$ cat src/vctf_pkg.sv
// vctf_pkg: shared types, format codes and reciprocal constants for the
// vertex component to float converter. No dependencies.
package vctf_pkg;

    typedef enum logic [2:0] {
        FMT_FLOAT = 3'd0,
        FMT_S8    = 3'd1,
        FMT_U8    = 3'd2,
        FMT_S16   = 3'd3,
        FMT_U16   = 3'd4,
        FMT_S32   = 3'd5,
        FMT_U32   = 3'd6,
        FMT_NONE  = 3'd7
    } t_fmt;

    localparam logic CFG_FORMAT    = 1'b0;
    localparam logic CFG_NORMALIZE = 1'b1;

    localparam logic [23:0] MAN_ONE = 24'h800000;

    // single-precision scale factor: mantissa with hidden bit, unbiased exponent
    typedef struct packed {
        logic [23:0]       man;
        logic signed [7:0] exp;
    } t_recip;

    // converted integer handed from the convert stage to the scale stage
    typedef struct packed {
        logic        valid;
        logic        scale;
        logic        sign;
        logic [7:0]  exp;
        logic [23:0] man;
        t_recip      recip;
        logic [31:0] bits;
    } t_conv;

    // nearest single to -1/min (negative) or 1/max (positive)
    function automatic t_recip recip_lookup(input t_fmt fmt, input logic neg);
        t_recip r;
        r.man = MAN_ONE;
        r.exp = 8'sd0;
        unique case (fmt)
            FMT_S8: begin
                r.man = neg ? MAN_ONE : 24'h810204;
                r.exp = -8'sd7;
            end
            FMT_U8: begin
                r.man = 24'h808081;
                r.exp = -8'sd8;
            end
            FMT_S16: begin
                r.man = neg ? MAN_ONE : 24'h800100;
                r.exp = -8'sd15;
            end
            FMT_U16: begin
                r.man = 24'h800080;
                r.exp = -8'sd16;
            end
            FMT_S32: begin
                r.man = MAN_ONE;
                r.exp = -8'sd31;
            end
            FMT_U32: begin
                r.man = MAN_ONE;
                r.exp = -8'sd32;
            end
            default: begin
                r.man = MAN_ONE;
                r.exp = 8'sd0;
            end
        endcase
        return r;
    endfunction

endpackage

$ cat src/vertex_component_to_float.sv
// vertex_component_to_float: top level with input and configuration registers.
// Instantiates vctf_convert and vctf_scale; uses vctf_pkg.
//
// One component word is taken in every cycle (busy is always low) and its
// single-precision result appears on o_value_bits with o_result_valid once it
// has passed the input register, the integer-to-float convert stage, and the
// multiply-and-round stage that applies the normalization constant. Results
// come out in order, one strobe per transaction, and must be taken as they come.
// Configuration (index 0 format, index 1 normalize) is to be written by the user only while idle; not enforced.
module vertex_component_to_float
    import vctf_pkg::*;
(
    input  logic        i_clk,
    input  logic        i_rst_n,
    input  logic        start,
    output logic        busy,
    input  logic [31:0] i_raw_bits,
    output logic        o_result_valid,
    output logic [31:0] o_value_bits,
    input  logic        i_cfg_valid,
    output logic        o_cfg_ready,
    input  logic        i_cfg_index,
    input  logic [2:0]  i_cfg_data
);

    logic        r_in_valid;
    logic [31:0] r_raw;
    t_fmt        r_fmt;
    logic        r_norm;
    t_conv       conv;

    assign busy        = 1'b0;
    assign o_cfg_ready = 1'b1;

    always_ff @(posedge i_clk) begin
        if (!i_rst_n) begin
            r_in_valid <= 1'b0;
            r_fmt      <= FMT_FLOAT;
            r_norm     <= 1'b0;
        end else begin
            r_in_valid <= start & ~busy;
            if (i_cfg_valid && o_cfg_ready) begin
                unique case (i_cfg_index)
                    CFG_FORMAT:    r_fmt  <= t_fmt'(i_cfg_data);
                    CFG_NORMALIZE: r_norm <= i_cfg_data[0];
                    default:       r_norm <= r_norm;
                endcase
            end
        end
        r_raw <= i_raw_bits;
    end

    vctf_convert u_convert (
        .i_clk   (i_clk),
        .i_rst_n (i_rst_n),
        .i_valid (r_in_valid),
        .i_raw   (r_raw),
        .i_fmt   (r_fmt),
        .i_norm  (r_norm),
        .o_conv  (conv)
    );

    vctf_scale u_scale (
        .i_clk   (i_clk),
        .i_rst_n (i_rst_n),
        .i_conv  (conv),
        .o_valid (o_result_valid),
        .o_bits  (o_value_bits)
    );

endmodule

$ cat src/vctf_convert.sv
// vctf_convert: decodes the component word by format and converts integers
// to single precision (round to nearest even). Registered output. Uses vctf_pkg.
module vctf_convert
    import vctf_pkg::*;
(
    input  logic        i_clk,
    input  logic        i_rst_n,
    input  logic        i_valid,
    input  logic [31:0] i_raw,
    input  t_fmt        i_fmt,
    input  logic        i_norm,
    output t_conv       o_conv
);

    logic [31:0] sx;
    logic        is_int;
    logic        neg;
    logic [31:0] mag;
    logic [4:0]  p;
    logic [31:0] norm;
    logic        round_up;
    logic [24:0] q;
    logic [7:0]  be;
    logic [23:0] man;
    t_conv       n_conv;
    t_conv       r_conv;

    always_comb begin
        sx     = 32'd0;
        is_int = 1'b1;
        neg    = 1'b0;
        unique case (i_fmt)
            FMT_S8: begin
                sx  = {{24{i_raw[7]}}, i_raw[7:0]};
                neg = i_raw[7];
            end
            FMT_U8:  sx = {24'd0, i_raw[7:0]};
            FMT_S16: begin
                sx  = {{16{i_raw[15]}}, i_raw[15:0]};
                neg = i_raw[15];
            end
            FMT_U16: sx = {16'd0, i_raw[15:0]};
            FMT_S32: begin
                sx  = i_raw;
                neg = i_raw[31];
            end
            FMT_U32: sx = i_raw;
            default: is_int = 1'b0;
        endcase
        mag = neg ? (~sx + 32'd1) : sx;

        // leading one position
        p = 5'd0;
        for (int i = 0; i < 32; i++) begin
            if (mag[i]) begin
                p = 5'(i);
            end
        end
        norm     = mag << (5'd31 - p);
        round_up = norm[7] & (norm[8] | (|norm[6:0]));
        q        = {1'b0, norm[31:8]} + {24'd0, round_up};
        if (q[24]) begin
            man = MAN_ONE;
            be  = {3'd0, p} + 8'd128;
        end else begin
            man = q[23:0];
            be  = {3'd0, p} + 8'd127;
        end

        n_conv.valid = i_valid;
        n_conv.sign  = neg;
        n_conv.exp   = be;
        n_conv.man   = man;
        n_conv.recip = recip_lookup(i_fmt, neg);
        n_conv.scale = is_int & i_norm & (mag != 32'd0);
        if (i_fmt == FMT_FLOAT) begin
            // nan and infinity collapse to +0.0
            n_conv.bits = (i_raw[30:23] == 8'hFF) ? 32'd0 : i_raw;
        end else if (!is_int || mag == 32'd0) begin
            n_conv.bits = 32'd0;
        end else begin
            n_conv.bits = {neg, be, man[22:0]};
        end
    end

    always_ff @(posedge i_clk) begin
        if (!i_rst_n) begin
            r_conv.valid <= 1'b0;
        end else begin
            r_conv.valid <= n_conv.valid;
        end
        r_conv.scale <= n_conv.scale;
        r_conv.sign  <= n_conv.sign;
        r_conv.exp   <= n_conv.exp;
        r_conv.man   <= n_conv.man;
        r_conv.recip <= n_conv.recip;
        r_conv.bits  <= n_conv.bits;
    end

    assign o_conv = r_conv;

endmodule

$ cat src/vctf_scale.sv
// vctf_scale: multiplies a converted integer by its normalization constant,
// rounding to nearest even, and registers the result. Uses vctf_pkg.
module vctf_scale
    import vctf_pkg::*;
(
    input  logic        i_clk,
    input  logic        i_rst_n,
    input  t_conv       i_conv,
    output logic        o_valid,
    output logic [31:0] o_bits
);

    logic [47:0] prod;
    logic        top;
    logic [23:0] keep;
    logic        rbit;
    logic        sticky;
    logic [24:0] q;
    logic [23:0] man;
    logic [9:0]  exp_s;
    logic [31:0] n_bits;
    logic        r_valid;
    logic [31:0] r_bits;

    always_comb begin
        prod = {24'd0, i_conv.man} * {24'd0, i_conv.recip.man};
        top  = prod[47];
        if (top) begin
            keep   = prod[47:24];
            rbit   = prod[23];
            sticky = |prod[22:0];
        end else begin
            keep   = prod[46:23];
            rbit   = prod[22];
            sticky = |prod[21:0];
        end
        q = {1'b0, keep} + {24'd0, rbit & (keep[0] | sticky)};
        man = q[24] ? MAN_ONE : q[23:0];
        exp_s = {2'd0, i_conv.exp} + {{2{i_conv.recip.exp[7]}}, i_conv.recip.exp}
              + {9'd0, top} + {9'd0, q[24]};
        n_bits = i_conv.scale ? {i_conv.sign, exp_s[7:0], man[22:0]} : i_conv.bits;
    end

    always_ff @(posedge i_clk) begin
        if (!i_rst_n) begin
            r_valid <= 1'b0;
        end else begin
            r_valid <= i_conv.valid;
        end
        r_bits <= n_bits;
    end

    assign o_valid = r_valid;
    assign o_bits  = r_bits;

endmodule
$ cat config.mk
export PLATFORM = sky130hd
export DESIGN_NAME = vertex_component_to_float
export DESIGN_NICKNAME = d
export VERILOG_FILES = /design/src/vctf_pkg.sv /design/src/vertex_component_to_float.sv /design/src/vctf_convert.sv /design/src/vctf_scale.sv
export SDC_FILE = /design/constraint.sdc
export NUM_CORES = 1
export LEC_CHECK = 0
export ABC_AREA = 1
export BUFFER_PORTS_ARGS = -buffer_cell sky130_fd_sc_hd__buf_2
export CORE_AREA = 4 4 324 167
export DETAILED_ROUTE_END_ITERATION = 7
export DIE_AREA = 0 0 328 171
export PLACE_DENSITY_LB_ADDON = 0.12
export SKIP_LAST_GASP = 1
export SYNTH_ARGS = -nofsm -noshare
export SYNTH_HDL_FRONTEND = slang
export SYNTH_SLANG_ARGS = --single-unit
$ cat constraint.sdc
create_clock -name i_clk -period 12.5 [get_ports i_clk]
set_input_delay 0.625 -clock i_clk [delete_from_list [all_inputs] [get_ports i_clk]]
set_output_delay 0.625 -clock i_clk [all_outputs]
set_load 0.005 [all_outputs]
**Yosys cells after proc, flatten, opt, wreduce, memory -nomap -nowiden**

Cells that the tools add are included.

- Register bits: 169
- Input bits: 40
- Output and inout port bits: 35
- Word-level logic and storage cells: 101

- Add/subtract/negate cells: 9
- Multipliers: 1
- Equal/unequal tests: 7
- Shift operators: 1
- Multiplexer cells: 48
- Bitwise gates (word level): 8
- Reduce and logical (&&, ||, !) cells: 12

Operators with widths:

| operator | number |
|---|---|
| one-hot mux 32 bit (6 select lines) | 1 |
| two-way mux 32 bit | 5 |
| one-hot mux 32 bit (5 select lines) | 1 |
| two-way mux 5 bit | 16 |
| adder 24 x 1 -> 25 bit | 2 |
| multiplier 24 x 24 -> 48 bit | 1 |
| two-way mux 23 bit | 2 |
| adder 32 x 1 -> 32 bit, second input constant | 1 |
| logical NOT 32 bit | 1 |
| two-way mux 4 bit | 8 |
| NOT 32 bit | 1 |
| nonzero test 32 bit | 1 |
| left shift 32 x 5 -> 32 bit | 1 |
| two-way mux 24 bit | 1 |
| OR reduction 23 bit | 1 |
| OR reduction 22 bit | 1 |
| two-way mux 17 bit | 1 |
| adder 8 x 1 -> 8 bit | 2 |
| two-way mux 3 bit | 4 |
| == test 3 bit, second input constant | 3 |
| two-way mux 9 bit | 1 |
| adder 5 x 7 -> 8 bit, second input constant | 1 |
| adder 5 x 8 -> 8 bit, second input constant | 1 |
| adder 8 bit | 1 |
| other kinds (18) | 28 |

**Logic depth before layout (Yosys ltp)**

- Depth in word-level cells: 46
- Gate-level depth with buffers: 59
- Gate-level depth less buffers: 56

**Cells and area by module**

From an unflattened synthesis, not the netlist that was laid out.

- Cells, all modules: 4560
- Area total of the unflattened synthesis: 31023.5 um^2

Modules (own cells, without submodules):

| module | instances | cells each | area each (um^2) | seq. area each (um^2) |
|---|---|---|---|---|
| vctf_scale | 1 | 3357 | 23445.0 | 660.6 |
| vctf_convert | 1 | 1138 | 6716.4 | 1501.4 |
| vertex_component_to_float | 1 | 65 | 862.1 | 740.7 |

**Least setup slack after synthesis**

No wires, ideal clock.

- Path kind: reg-to-reg
- From: reg u_convert.r_conv, in the netlist u_convert.o_conv[48]
- To: reg u_scale.r_bits[30], in the netlist u_scale.o_bits[30]
- Setup time: 0.129 ns
- Data arrival time: 9.077 ns
- Required time: 12.371 ns
- Slack: 3.294 ns
- Stages on the path, launching flop included: 56
- Buffers on the path: 3
- Period minus slack after synthesis: 9.206 ns
- Cell sequence: dfxtp_1 > clkbuf_1 > nand2_1 > inv_1 > ha_1 > ha_1 > inv_1 > fa_1 > inv_1 > ha_1 > ha_1 > inv_1 > fa_1 > fa_1 > inv_1 > ha_1 > a21oi_1 > a21boi_0 > [... 20 more ...] > ha_1 > inv_1 > nor3_1 > nand4_1 > nor4_1 > nand4_1 > nor4_1 > ha_1 > nand2_1 > a21oi_1 > inv_1 > nor2_1 > a21oi_1 > nor2_1 > o21ai_0 > nand2_1 > xor2_1 > o21ai_0

- Cells in the longest elaborated chain, start to end: 8
- Elaborated cells between the ends (all ways): 12
- Those cells by class: 3 x add/sub; 1 x mul; 4 x mux; 2 x bitwise; 2 x reduce/logical

RTL lines:

| element | RTL line | source |
|---|---|---|
| from (decl) | vctf_convert.sv:26 | `t_conv r_conv;` |
| multiplier 24 x 24 -> 48 bit * | vctf_scale.sv:26 | `prod = {24'd0, i_conv.man} * {24'd0, i_conv.recip.man};` |
| OR reduction 23 bit / OR reduction 22 bit (equally long branches) | vctf_scale.sv:31, vctf_scale.sv:35 |  |
| two-way mux 1 bit | vctf_scale.sv:28 | `if (top) begin` |
| bitwise OR 1 bit | vctf_scale.sv:37 | `q = {1'b0, keep} + {24'd0, rbit & (keep[0] \| sticky)};` |
| AND 1 bit | vctf_scale.sv:37 |  |
| adder 24 x 1 -> 25 bit | vctf_scale.sv:37 |  |
| adder 8 x 1 -> 8 bit * | vctf_scale.sv:40 | `+ {9'd0, top} + {9'd0, q[24]};` |
| two-way mux 32 bit * | vctf_scale.sv:41 | `n_bits = i_conv.scale ? {i_conv.sign, exp_s[7:0], man[22:0]} : i_conv.bits;` |
| net u_scale.n_bits[30] | vctf_scale.sv:21 | `logic [31:0] n_bits;` |
| to (signal assigned) | vctf_scale.sv:50 | `r_bits <= n_bits;` |
| to (decl) | vctf_scale.sv:23 | `logic [31:0] r_bits;` |

The timed path passes the listed nets; every way through them passes the cells marked *.
A chain may end at the register's enable or synchronous reset.

**Worst setup path after layout**

- From: reg u_convert.r_conv, in the netlist u_convert.o_conv[47]
- To: reg u_scale.r_bits[30], in the netlist u_scale.o_bits[30]

Same word-level chain as after synthesis.

==> impl_results.md <==
* Period minus WS final at 10.98 ns
* DP HPWL at 56600 um
* Layout Nets at 2974
* Io pins at 75
* CTS clk-pin slew, worst paths at 0.06 ns
* Final Instance Area at 19400 sq um
* FFs w/ async S/R, synth at 0
* Clk_lat worst skew at ~0.44 ns
* Clk sinks at 145
* Area Overhead vs Synth at 9.04%
* Fill cells at roughly 5500
* CTS tree: yes
* Starting DRT DRC Count at 1684
* Cell variety after synth at 57
* Via count at 16141
* Worst flop-to-flop path endpoint: u_scale.o_bits[30]
* Post-route setup TNS at 0 ns
* PD cells at 204 nW/um^2
* Die area at 56100 sq um
* Avg WL per Cell at 20.2 um
* Synth Flop Type: dfxtp_1
* Crit path to: u_scale.o_bits[30]
* Share of the synthesized area in the top cell type at 0.211
* Root Buffer: clkbuf_16
* Worst setup SP type: flip-flop
* GP Congestion at between 0.9 and 1
* Vias in the first global route at 15201
* Endpoints failing setup at 0
* Share of cells above drive strength 1 at 0.0803
* Mapped cell area at 17700 sq um
* Leakage power at 11.7 nW
* Initial Utilization at 0.346
* Placed inst area at 18800 sq um
* Number of enable flip-flop cells after synthesis at 0
* Arr. time, crit path at 11.28 ns
* Max Clk Rate at 91.1 MHz
* Final wirelength at 65600 um
* Global-route wire length before repair at 98500 um
* Max Root-Sink Buffers at 2
* Post-CTS Setup Repair Bufs at 0
* Status: finished clean
* Clk_skew at 0.0126 ns
* Final hold vios at 0
* Synth top cells by count: nand2_1 (597), inv_1 (487), ha_1 (299)
* Synth area leader: ha_1
* Kind of critical path: flip-flop to flip-flop
* Worst r2r src: u_convert.o_conv[47]
* Worst-margin pin slew at approximately 1.3 ns
* Sequential fraction of the synthesis area at 0.164
* Largest net degree at the start of global routing at 44
* Max_slew headroom at 0.116
* Iteration count of the initial detailed-routing pass at 5
* CTS Buf Count at 17
* Gr usage total at 0.236
* Max cap viols at 0
* Vias/cell at 4.98
* Row count at 59
* Initial antenna violation count at 2
* Chip Height at 171 um
* VDD IR max at 78.3 uV
* Crit Path Max Fanout at 17
* RSZ-0062 raised after global routing: false
* Core area at 51300 sq um
* Cts hold-fix bufs at 0
* ANT nets after route at 0
* H-tree Lvls at 4
* Die Width at 328 um
* Post-Syn Nets at slightly below 3000
* Final period utilization at 0.878
* Critical Path Source: u_convert.o_conv[47]
* Biggest cell delay along the critical path at a little over 0.6 ns
* Crit-path slowest cell: dfxtp_1
* Port bufs at 72
* Grt total ovfl at 0
* Worst-case reg-to-reg path depth at 52
* Mapped Cells at 2483
* Largest cells by area after synthesis: ha_1 (21%), dfxtp_1 (16%), nand2_1 (13%), fa_1 (12%), inv_1 (10%)
* Avg Inst Size Synth at ~7.1 sq um
* Top-count cell post-synth: nand2_1
* Worst setup EP type: flip-flop
* Slew Limit Fails at 0
* Drt drc at 0
* YS warnings at 0
* CTS resizes at 0
* HP Class: primary input to flip-flop
* Required @ worst endpoint at 12.80 ns
* Flop2flop setup slack at between 1.5 and 2 ns
* Seq cells post-synth at 145
-- area by class of cell --
cell class,instances,area (sq um),area share
antenna,2,5.00,0.000259
clock buffer,19,443,0.0229
clock inverter,13,153,0.00789
inverter,503,1890,0.0977
multi-input combinational,1772,12600,0.651
sequential,145,2900,0.150
tap,701,877,0.0453
timing repair buffer,88,480,0.0248
-- kinds of logic (layout without fill, tap and decap cells) --
group | Yosys count | after routing | share of synthesized area
simple gates | 1079 | 1079 | 0.270
other cells | 2 | 4 | 0.000423
flops | 145 | 145 | 0.164
compound gates | 195 | 195 | 0.0617
buf+inv | 566 | 623 | 0.127
fa+ha+maj | 407 | 407 | 0.333
xor+xnor | 89 | 89 | 0.0452
-- metal layers --
| metal | vias to the layer above | part of all wire | track usage |
|---|---|---|---|
| li1 | 7910 | - | - |
| met1 | 7603 | 0.56 | 0.408 |
| met2 | 606 | 0.31 | 0.264 |
| met3 | 20 | 0.12 | 0.0833 |
| met4 | 2 | 0.0039 | 0.0219 |
| met5 | - | 0.00020 | 0 |
-- worst min-delay path by stage --
stage	startpoint	to	cells past startpoint
floorplan	r_in_valid	u_convert.o_conv[98]	2
global placement	r_in_valid	u_convert.o_conv[98]	2
detailed placement	u_convert.o_conv[98]	u_scale.o_valid	2
CTS	i_raw_bits[31]	r_raw[31]	1
global route	i_raw_bits[31]	r_raw[31]	1
finish	i_raw_bits[27]	r_raw[27]	1
-- state kept, by name, indices dropped and copies added (netlist names) --
signal,flops
u_convert.o_conv,75
r_raw,32
u_scale.o_bits,32
r_fmt,3
r_in_valid,1
r_norm,1
u_scale.o_valid,1
-- critical path, delay by kind of cell (launching register included) --
family                   cells  cell delay (ns)
AO/OA/AOI/OAI               16             3.47
adder cells (fa/ha/maj)     10             3.37
AND/OR/NAND/NOR             16             2.59
buffers and inverters        9             0.63
flip-flops                   1             0.61
XOR/XNOR                     1             0.14
-- through the flow --
| stage | std cells | hold slack [ns] | worst slack, ns | power [mW] | utilization |
|---|---|---|---|---|---|
| finish | 3243 | 0.292 | 1.52 | 3.95 | 0.377 |
| global route | 3241 | 0.268 | 0.624 | 4.32 | 0.377 |
| CTS | 3241 | 0.268 | 1.65 | 3.91 | 0.377 |
| detailed placement | 3209 | 0.412 | 1.70 | 3.37 | 0.366 |
| global placement | 3209 | 0.401 | 2.00 | 3.39 | 0.366 |
| floorplan | 2483 | 0.390 | 3.29 | 2.47 | - |
-- power by group --
group / internal [mW] / switching [mW] / leakage (nW)
registers: 0.621 / 0.154 / 1.22
logic: 0.821 / 1.84 / 10.2
clock network: 0.303 / 0.213 / 0.280
total: 1.75 / 2.21 / 11.7
-- cell usage in the layout, fill, tap and decap left out, types with 14 or more instances in the layout --
cell       Yosys  final
nand2_1      597    597
xor2_1        72     72
clkbuf_16      0     17
nor2_1       120    120
o21ai_0       67     67
buf_4          9     16
inv_1        487    487
dfxtp_1      145    145
nor3_1        16     16
fa_1         108    108
nand3_1      236    236
inv_2         14     14
nand2_2       21     21
a21oi_1       74     74
xnor2_1       14     14
buf_2         20     72
nand4_1       36     36
ha_1         299    299
Power figures use the tool's default switching activity.
